<file path="config.mk">
export PLATFORM = sky130hd
export DESIGN_NAME = i2c_master_byte_engine_unit
export DESIGN_NICKNAME = d
export VERILOG_FILES = /design/src/sv/i2cme_pkg.sv /design/src/sv/i2cme_front.sv /design/src/sv/i2cme_fifo.sv /design/src/sv/i2cme_back.sv /design/src/sv/i2c_master_byte_engine_unit.sv
export SDC_FILE = /design/constraint.sdc
export NUM_CORES = 1
export LEC_CHECK = 0
export BUFFER_PORTS_ARGS = -buffer_cell sky130_fd_sc_hd__clkbuf_2
export CAP_MARGIN = 20
export CORE_ASPECT_RATIO = 0.75
export CORE_UTILIZATION = 50
export DETAILED_ROUTE_END_ITERATION = 10
export GPL_TIMING_DRIVEN = 0
export PLACE_DENSITY = 0.64
export SYNTH_ARGS = -nofsm -noshare
export SYNTH_HDL_FRONTEND = slang
export SYNTH_SLANG_ARGS = --single-unit
</file>
<file path="constraint.sdc">
create_clock -name i_clk -period 2.75 [get_ports i_clk]
set_clock_uncertainty 0.05 [all_clocks]
set_input_delay 0.275 -clock i_clk [delete_from_list [all_inputs] [get_ports i_clk]]
set_output_delay 0.275 -clock i_clk [all_outputs]
set_load 0.02 [all_outputs]
</file>
<file path="src/sv/i2cme_pkg.sv">
// Shared types and constants for the I2C master byte engine.
package i2cme_pkg;

    localparam int PHASE_W = 4;
    localparam int BIT_W = 3;
    localparam int FIFO_DEPTH = 4;
    localparam int PTR_W = $clog2(FIFO_DEPTH);
    localparam int CNT_W = $clog2(FIFO_DEPTH + 1);

    localparam logic [BIT_W-1:0] BIT_LAST = 3'd7;

    localparam logic [2:0] MODE_TICK  = 3'd0;
    localparam logic [2:0] MODE_START = 3'd1;
    localparam logic [2:0] MODE_STOP  = 3'd2;
    localparam logic [2:0] MODE_WRITE = 3'd3;
    localparam logic [2:0] MODE_READ  = 3'd4;

    localparam logic [PHASE_W-1:0] PH_IDLE    = 4'd0;
    localparam logic [PHASE_W-1:0] PH_START_A = 4'd1;
    localparam logic [PHASE_W-1:0] PH_START_B = 4'd2;
    localparam logic [PHASE_W-1:0] PH_STOP_A  = 4'd3;
    localparam logic [PHASE_W-1:0] PH_STOP_B  = 4'd4;
    localparam logic [PHASE_W-1:0] PH_STOP_C  = 4'd5;
    localparam logic [PHASE_W-1:0] PH_WR_HIGH = 4'd6;
    localparam logic [PHASE_W-1:0] PH_WR_LOW  = 4'd7;
    localparam logic [PHASE_W-1:0] PH_WR_ACK  = 4'd8;
    localparam logic [PHASE_W-1:0] PH_RD_HIGH = 4'd9;
    localparam logic [PHASE_W-1:0] PH_RD_LOW  = 4'd10;
    localparam logic [PHASE_W-1:0] PH_RD_ACK  = 4'd11;

    typedef struct packed {
        logic [2:0] mode;
        logic [7:0] tx_byte;
        logic       send_ack;
        logic       sda_in;
    } t_in;

    typedef struct packed {
        logic       scl_level;
        logic       sda_level;
        logic       busy_res;
        logic       done_res;
        logic [7:0] rx_byte;
        logic       ack_seen;
    } t_out;

    typedef struct packed {
        logic [PHASE_W-1:0] entry;
        logic [7:0]         tx_byte;
        logic               send_ack;
        logic               sda_in;
    } t_op;

endpackage

</file>
<file path="src/sv/i2cme_front.sv">
// Front end: accepts requests and classifies each mode into its entry phase.
module i2cme_front (
    input  logic              i_in_valid,
    input  i2cme_pkg::t_in    i_in_data,
    input  logic              i_full,
    output logic              o_in_stall,
    output logic              o_push,
    output i2cme_pkg::t_op    o_op
);

    logic [i2cme_pkg::PHASE_W-1:0] w_entry;

    always_comb begin
        case (i_in_data.mode)
            i2cme_pkg::MODE_START: w_entry = i2cme_pkg::PH_START_A;
            i2cme_pkg::MODE_STOP:  w_entry = i2cme_pkg::PH_STOP_A;
            i2cme_pkg::MODE_WRITE: w_entry = i2cme_pkg::PH_WR_HIGH;
            i2cme_pkg::MODE_READ:  w_entry = i2cme_pkg::PH_RD_HIGH;
            default:               w_entry = i2cme_pkg::PH_IDLE;
        endcase
    end

    assign o_in_stall       = i_full;
    assign o_push           = i_in_valid && !i_full;
    assign o_op.entry       = w_entry;
    assign o_op.tx_byte     = i_in_data.tx_byte;
    assign o_op.send_ack    = i_in_data.send_ack;
    assign o_op.sda_in      = i_in_data.sda_in;

endmodule

</file>
<file path="src/sv/i2cme_fifo.sv">
// Short queue of classified requests between the front and back ends.
module i2cme_fifo (
    input  logic              i_clk,
    input  logic              i_rst_n,
    input  logic              i_push,
    input  i2cme_pkg::t_op    i_op,
    input  logic              i_pop,
    output logic              o_full,
    output logic              o_empty,
    output i2cme_pkg::t_op    o_op
);

    i2cme_pkg::t_op                r_mem [i2cme_pkg::FIFO_DEPTH];
    logic [i2cme_pkg::PTR_W-1:0]   r_wr_ptr;
    logic [i2cme_pkg::PTR_W-1:0]   r_rd_ptr;
    logic [i2cme_pkg::CNT_W-1:0]   r_count;
    logic [i2cme_pkg::CNT_W-1:0]   n_count;
    logic                          w_push;
    logic                          w_pop;

    assign o_full  = (r_count == i2cme_pkg::CNT_W'(i2cme_pkg::FIFO_DEPTH));
    assign o_empty = (r_count == '0);
    assign o_op    = r_mem[r_rd_ptr];
    assign w_push  = i_push && !o_full;
    assign w_pop   = i_pop && !o_empty;

    always_comb begin
        n_count = r_count;
        if (w_push && !w_pop) begin
            n_count = r_count + 1'b1;
        end else if (w_pop && !w_push) begin
            n_count = r_count - 1'b1;
        end
    end

    always_ff @(posedge i_clk) begin
        if (w_push) begin
            r_mem[r_wr_ptr] <= i_op;
        end
    end

    always_ff @(posedge i_clk) begin
        if (!i_rst_n) begin
            r_wr_ptr <= '0;
            r_rd_ptr <= '0;
            r_count  <= '0;
        end else begin
            if (w_push) begin
                r_wr_ptr <= r_wr_ptr + 1'b1;
            end
            if (w_pop) begin
                r_rd_ptr <= r_rd_ptr + 1'b1;
            end
            r_count <= n_count;
        end
    end

endmodule

</file>
<file path="src/sv/i2cme_back.sv">
// Back end: bus phase sequencer with a registered result stage.
module i2cme_back (
    input  logic              i_clk,
    input  logic              i_rst_n,
    input  logic              i_empty,
    input  i2cme_pkg::t_op    i_op,
    input  logic              i_out_stall,
    output logic              o_pop,
    output logic              o_out_valid,
    output i2cme_pkg::t_out   o_out_data
);

    logic [i2cme_pkg::PHASE_W-1:0] r_phase;
    logic [i2cme_pkg::PHASE_W-1:0] n_phase;
    logic [i2cme_pkg::BIT_W-1:0]   r_bit_count;
    logic [i2cme_pkg::BIT_W-1:0]   n_bit_count;
    logic [7:0]                    r_send;
    logic [7:0]                    n_send;
    logic [7:0]                    r_recv;
    logic [7:0]                    n_recv;
    logic                          r_ack_choice;
    logic                          n_ack_choice;
    logic                          r_ack_flag;
    logic                          n_ack_flag;
    logic                          r_idle_scl;
    logic                          n_idle_scl;
    logic                          r_idle_sda;
    logic                          n_idle_sda;
    logic                          r_out_valid;
    i2cme_pkg::t_out               r_out;
    i2cme_pkg::t_out               n_out;
    logic                          w_pop;
    logic [i2cme_pkg::PHASE_W-1:0] w_ph;
    logic                          w_start;

    assign w_pop       = !i_empty && (!r_out_valid || !i_out_stall);
    assign o_pop       = w_pop;
    assign o_out_valid = r_out_valid;
    assign o_out_data  = r_out;
    assign w_start     = (r_phase == i2cme_pkg::PH_IDLE);
    assign w_ph        = w_start ? i_op.entry : r_phase;

    always_comb begin
        n_bit_count  = r_bit_count;
        n_send       = r_send;
        n_recv       = r_recv;
        n_ack_choice = r_ack_choice;
        n_ack_flag   = r_ack_flag;
        n_idle_scl   = r_idle_scl;
        n_idle_sda   = r_idle_sda;
        if (w_start && (i_op.entry == i2cme_pkg::PH_WR_HIGH)) begin
            n_send      = i_op.tx_byte;
            n_bit_count = '0;
        end
        if (w_start && (i_op.entry == i2cme_pkg::PH_RD_HIGH)) begin
            n_ack_choice = i_op.send_ack;
            n_recv       = '0;
            n_bit_count  = '0;
        end
        n_phase = w_ph;
        n_out.scl_level = r_idle_scl;
        n_out.sda_level = r_idle_sda;
        n_out.busy_res  = 1'b1;
        n_out.done_res  = 1'b0;
        case (w_ph)
            i2cme_pkg::PH_START_A: begin
                n_out.scl_level = 1'b1;
                n_out.sda_level = 1'b1;
                n_phase = i2cme_pkg::PH_START_B;
            end
            i2cme_pkg::PH_START_B: begin
                n_out.scl_level = 1'b1;
                n_out.sda_level = 1'b0;
                n_out.done_res  = 1'b1;
                n_idle_scl = 1'b0;
                n_idle_sda = 1'b0;
                n_phase = i2cme_pkg::PH_IDLE;
            end
            i2cme_pkg::PH_STOP_A: begin
                n_out.scl_level = r_idle_scl;
                n_out.sda_level = 1'b0;
                n_phase = i2cme_pkg::PH_STOP_B;
            end
            i2cme_pkg::PH_STOP_B: begin
                n_out.scl_level = 1'b1;
                n_out.sda_level = 1'b0;
                n_phase = i2cme_pkg::PH_STOP_C;
            end
            i2cme_pkg::PH_STOP_C: begin
                n_out.scl_level = 1'b1;
                n_out.sda_level = 1'b1;
                n_out.done_res  = 1'b1;
                n_idle_scl = 1'b1;
                n_idle_sda = 1'b1;
                n_phase = i2cme_pkg::PH_IDLE;
            end
            i2cme_pkg::PH_WR_HIGH: begin
                n_out.scl_level = 1'b1;
                n_out.sda_level = n_send[7];
                n_phase = i2cme_pkg::PH_WR_LOW;
            end
            i2cme_pkg::PH_WR_LOW: begin
                n_out.scl_level = 1'b0;
                n_out.sda_level = r_send[7];
                n_send = {r_send[6:0], 1'b0};
                if (r_bit_count == i2cme_pkg::BIT_LAST) begin
                    n_bit_count = '0;
                    n_phase = i2cme_pkg::PH_WR_ACK;
                end else begin
                    n_bit_count = r_bit_count + 1'b1;
                    n_phase = i2cme_pkg::PH_WR_HIGH;
                end
            end
            i2cme_pkg::PH_WR_ACK: begin
                n_out.scl_level = 1'b1;
                n_out.sda_level = 1'b1;
                n_out.done_res  = 1'b1;
                n_ack_flag = !i_op.sda_in;
                n_idle_scl = 1'b0;
                n_idle_sda = 1'b1;
                n_phase = i2cme_pkg::PH_IDLE;
            end
            i2cme_pkg::PH_RD_HIGH: begin
                n_out.scl_level = 1'b1;
                n_out.sda_level = 1'b1;
                n_recv = {n_recv[6:0], i_op.sda_in};
                n_phase = i2cme_pkg::PH_RD_LOW;
            end
            i2cme_pkg::PH_RD_LOW: begin
                n_out.scl_level = 1'b0;
                n_out.sda_level = 1'b1;
                if (r_bit_count == i2cme_pkg::BIT_LAST) begin
                    n_bit_count = '0;
                    n_phase = i2cme_pkg::PH_RD_ACK;
                end else begin
                    n_bit_count = r_bit_count + 1'b1;
                    n_phase = i2cme_pkg::PH_RD_HIGH;
                end
            end
            i2cme_pkg::PH_RD_ACK: begin
                n_out.scl_level = 1'b1;
                n_out.sda_level = !r_ack_choice;
                n_out.done_res  = 1'b1;
                n_idle_scl = 1'b0;
                n_idle_sda = 1'b1;
                n_phase = i2cme_pkg::PH_IDLE;
            end
            default: begin
                n_out.busy_res = 1'b0;
                n_phase = i2cme_pkg::PH_IDLE;
            end
        endcase
        n_out.rx_byte  = n_recv;
        n_out.ack_seen = n_ack_flag;
    end

    always_ff @(posedge i_clk) begin
        if (w_pop) begin
            r_out <= n_out;
        end
    end

    always_ff @(posedge i_clk) begin
        if (!i_rst_n) begin
            r_phase      <= i2cme_pkg::PH_IDLE;
            r_bit_count  <= '0;
            r_send       <= '0;
            r_recv       <= '0;
            r_ack_choice <= 1'b0;
            r_ack_flag   <= 1'b0;
            r_idle_scl   <= 1'b1;
            r_idle_sda   <= 1'b1;
            r_out_valid  <= 1'b0;
        end else begin
            if (w_pop) begin
                r_phase      <= n_phase;
                r_bit_count  <= n_bit_count;
                r_send       <= n_send;
                r_recv       <= n_recv;
                r_ack_choice <= n_ack_choice;
                r_ack_flag   <= n_ack_flag;
                r_idle_scl   <= n_idle_scl;
                r_idle_sda   <= n_idle_sda;
                r_out_valid  <= 1'b1;
            end else if (!i_out_stall) begin
                r_out_valid  <= 1'b0;
            end
        end
    end

    a_done_busy: assert property (@(posedge i_clk) disable iff (!i_rst_n)
        r_out_valid && r_out.done_res |-> r_out.busy_res)
        else $error("done result without busy");

    a_done_idle: assert property (@(posedge i_clk) disable iff (!i_rst_n)
        w_pop && n_out.done_res |=> r_phase == i2cme_pkg::PH_IDLE)
        else $error("sequencer not idle after last tick");

    a_bits_in_byte: assert property (@(posedge i_clk) disable iff (!i_rst_n)
        r_bit_count != '0 |-> (r_phase == i2cme_pkg::PH_WR_HIGH
            || r_phase == i2cme_pkg::PH_WR_LOW || r_phase == i2cme_pkg::PH_RD_HIGH
            || r_phase == i2cme_pkg::PH_RD_LOW))
        else $error("bit count outside a byte transfer");

endmodule

</file>
<file path="src/sv/i2c_master_byte_engine_unit.sv">
// Top level of the I2C master byte engine.
// A request is written into the queue, and its result is registered in the result stage
// when the back end pops it.
// The engine takes one request per cycle while the output is not stalled.
// A four-entry request queue lets the input side run on while the output stalls.
// Reset is synchronous and active low; it empties the queue and the result stage,
// sets the sequencer idle and returns both bus lines to released.
module i2c_master_byte_engine_unit (
    input  logic              i_clk,
    input  logic              i_rst_n,
    input  logic              i_in_valid,
    output logic              o_in_stall,
    input  i2cme_pkg::t_in    i_in_data,
    output logic              o_out_valid,
    input  logic              i_out_stall,
    output i2cme_pkg::t_out   o_out_data
);

    logic           w_full;
    logic           w_empty;
    logic           w_push;
    logic           w_pop;
    i2cme_pkg::t_op w_push_op;
    i2cme_pkg::t_op w_head_op;

    i2cme_front u_front (
        .i_in_valid (i_in_valid),
        .i_in_data  (i_in_data),
        .i_full     (w_full),
        .o_in_stall (o_in_stall),
        .o_push     (w_push),
        .o_op       (w_push_op)
    );

    i2cme_fifo u_fifo (
        .i_clk   (i_clk),
        .i_rst_n (i_rst_n),
        .i_push  (w_push),
        .i_op    (w_push_op),
        .i_pop   (w_pop),
        .o_full  (w_full),
        .o_empty (w_empty),
        .o_op    (w_head_op)
    );

    i2cme_back u_back (
        .i_clk       (i_clk),
        .i_rst_n     (i_rst_n),
        .i_empty     (w_empty),
        .i_op        (w_head_op),
        .i_out_stall (i_out_stall),
        .o_pop       (w_pop),
        .o_out_valid (o_out_valid),
        .o_out_data  (o_out_data)
    );

endmodule
</file>
==> results.py <==
metrics = {
    "run_status": {
        "status": "finished, violations left",
        "violations": "design-rule violations",
    },
    "worst_setup_path": {
        "critPathMaxStageDelay_ns": 0.58,
        "cp_slowest_cell": "mux4_2",
        "worstPathCellList": "buf_6, mux4_2, a21o_1, buf_6, nor4_4, nor2_1, or4b_1, o21ai_1",
        "worstPathMaxFanout": 9,
        "crit_required_ns": 2.99,
        "cp-start-kind": "flop",
        "cp_common_cell": "buf_6",
        "critPathBufInv": 2,
        "crit_family": "simple AND/OR/NAND/NOR gates",
        "arrival_ns": 2.87,
        "critPathKind": "flop to flop",
        "end_kind": "flop",
    },
    "detailed_routing": {
        "drt_iter0_drc": 136,
        "wl_per_cell_microns": 16.8,
        "drcViolationCount": 2,
        "drt_first_pass_iters": 7,
        "vias": 2821,
        "final_antenna_net_count": 0,
        "vias_per_cell": 5.71,
        "drt_wl_total_microns": 8320,
    },
    "floorplan": {
        "io_pins": 32,
        "start_util_pct": 52.7,
        "rows": 29,
        "die_h_microns": 84.6,
        "fp.dieW_microns": 112,
        "core_sq_mm": 0.00864,
        "die_area_sq_mm": 0.00949,
    },
    "grt": {
        "use_met1_pct": 27.7,
        "top_usage_layer": "met1",
        "track_usage_pct": 19.2,
        "antenna_found_initial": 0,
        "grt_pass1_vias": 2758,
        "grt_pass1_wl_microns": 13800,
        "met2_usage_pct": 27.6,
        "grt-ovfl-total": 0,
        "grt_util_met3_pct": 4.84,
        "grt_max_degree": 19,
    },
    "clocking": {
        "clockBufferDepth": 2,
        "cts_buffers": 9,
        "clk_pin_slew_ns": 0.07,
        "postCtsSetupBuffers": 0,
        "htreeDepth": 3,
        "cts_tree": "built",
        "clkSinkCount": 106,
        "clock-root-buffer": "clkbuf_16",
        "clk_latency_ns": 0.35,
    },
    "synth": {
        "synth-edff-count": 69,
        "syn_area_sq_mm": 0.00455,
        "synth_top_flop_cell": "edfxtp_1",
        "yosysWarningCount": 0,
        "synth.avg_cell_area_sq_um": 13.4,
        "synth_seq_cells": 106,
        "ys_types": 51,
        "netlist_instances": 339,
        "yosysSeqAreaShare_pct": 61.8,
        "syn_nets": 364,
        "async_flop_share_pct": 0,
    },
    "place": {
        "gp_congestion": 0.828,
        "dp.cells": 479,
        "place_hpwl_microns": 5780,
        "place_ws_ns": -0.102,
        "port_buffers": 31,
    },
    "sta": {
        "rsz0062_at_grt": "true",
        "setup_viol": 0,
        "fmax_ghz": 0.380,
        "relSlewSlack_pct": 44.2,
        "hold_violations": 0,
        "setup_ws_ns": 0.119,
        "drv_slew": 0,
        "worstMarginPinSlew_ns": 0.837,
        "fin_crit_sh_pct": 95.7,
        "post-route-min-period_ns": 2.63,
    },
    "layout": {
        "syn2layout_area_growth_pct": 14.7,
        "final-instance-count-excl-fill": 494,
        "fin_nets": 406,
        "final_cell_mix": "edfxtp_1 (69), dfxtp_1 (37), nand2_1 (32), clkbuf_2 (32), nor2_1 (17)",
        "layout_commonest_cell": "edfxtp_1",
        "final.fill_count": 731,
        "diodes": 0,
        "drive_gt1_share_pct": 20.7,
    },
    "worst_hold_path": {
        "worstHoldPathType": "primary input to flop",
    },
    "power": {
        "p_leak_nw": 1.91,
        "ir_drop_uv": 445,
        "p_per_area_mw_per_mm2": 1080,
        "p_total_mw": 5.62,
    },
    "job": {
        "cap_violations": 0,
    },
}
-- power breakdown --
group | switching, mW | internal (mW) | total [mW]
Combinational | 1.29 | 0.820 | 2.11
Sequential | 0.140 | 2.04 | 2.18
Clock | 0.580 | 0.742 | 1.32
-- metrics by stage --
stage | util (%) | hold slack [ns] | setup TNS [ns] | cell area [sq um]
2_1_floorplan | - | 0.324 | 0 | 4550
3_3_place_gp | 56.0 | 0.406 | -0.116 | 4840
3_5_place_dp | 56.3 | 0.414 | -0.139 | 4870
4_1_cts | 60.0 | 0.0795 | 0 | 5180
5_1_grt | 60.4 | 0.0799 | -0.00296 | 5220
6_report | 60.4 | 0.0888 | 0 | 5220
-- worst reg2reg max path, stage by stage, from the launching register on --
cell and delay, ns:
dfxtp_1 0.33, buf_6 0.13, mux4_2 0.58, a21o_1 0.22
buf_6 0.14, nor4_4 0.34, nor2_1 0.14, or4b_1 0.53
o21ai_1 0.12
-- per-layer routing --
| layer | part of all wire [%] | wire length [microns] |
|---|---|---|
| met5 | 0 | 0 |
| met4 | 1.5 | 127 |
| met3 | 4.3 | 358 |
| met2 | 44 | 3670 |
| met1 | 50 | 4160 |
-- kinds of logic after synthesis --
kind of cell	after synthesis	synth area share, %
AOI/OAI and AO/OA	71	11.4
DFF	106	61.8
buffers and inverters	22	2.23
muxes	24	9.16
adders and majority gates	8	2.37
and+or+nand+nor	101	11.7
xor gates and xnor gates	7	1.35
-- cell type report --
cell class              instances  area, sq um  share of cell area [%]
plain buffers                  16         82.6                    1.58
clock buffers                  10          239                    4.58
clock inverters                 6         70.1                    1.34
inverters                       5         18.8                   0.360
multi-input cells             211         1680                    32.1
flip-flops and latches        106         2810                    53.9
well taps                     108          135                    2.59
repair buffers                 32          183                    3.50
-- worst paths after layout --
path | cells after the start | startpoint | end | slack (ns)
setup / recovery | 8 | flop | u_back.r_bit_count[0]$_SDFFE_PN0P_ | 0.12
hold / removal | 1 | i_in_data[8] | u_fifo.r_mem[2][8]$_DFFE_PP_ | 0.09
setup reg to reg | 8 | flop | u_back.r_bit_count[0]$_SDFFE_PN0P_ | 0.12
hold reg to reg | 2 | u_back.r_recv[7]$_SDFFE_PN0P_ | u_back.r_recv[7]$_SDFFE_PN0P_ | 0.42
-- sequential cells by signal, indices dropped and copies added, names as in the netlist, named ones only --
signal and count:
u_back.r_phase 4, u_back.r_idle_scl 1, u_back.r_bit_count 3, u_back.r_idle_sda 1
u_back.r_recv 8, u_fifo.r_wr_ptr 2, u_fifo.r_rd_ptr 2, u_back.r_send 8
u_back.o_out_data 13, u_back.o_out_valid 1, u_fifo.r_count 3, u_fifo.r_mem 56
u_back.r_ack_choice 1, u_back.r_ack_flag 1
-- Yosys cell counts, types with 2 or more instances --
cell type,n,area share (%)
buf_2,3,0.33
buf_6,2,0.50
o211a_1,8,1.8
dfxtp_1,37,16
nor3_1,4,0.44
o21a_1,2,0.33
nor2b_1,4,0.55
clkbuf_1,11,0.91
a21oi_1,8,0.88
ha_1,7,1.9
nand2b_1,2,0.28
o21ai_0,10,1.1
and2_1,12,1.7
o31ai_1,3,0.50
nor2_1,17,1.4
nand3_1,15,1.7
edfxtp_1,69,46
nor4_2,2,0.55
xnor2_1,5,0.96
a21boi_0,13,2.1
nand4bb_1,2,0.50
xor2_1,2,0.39
nand2_1,32,2.6
a221oi_1,2,0.39
inv_1,5,0.41
nor3b_1,2,0.33
o211ai_1,2,0.33
or4_1,2,0.33
a21o_1,5,0.83
a21oi_2,3,0.58
a22oi_1,7,1.2
mux4_2,14,6.9
mux2i_1,9,2.0
-- what timing repair did --
action	4_1_cts	5_1_grt
setup endpoints to repair	11	26
hold buffers	0	0
gates resized for setup	2	8
Note: power is estimated with default switching activity, not from simulation.
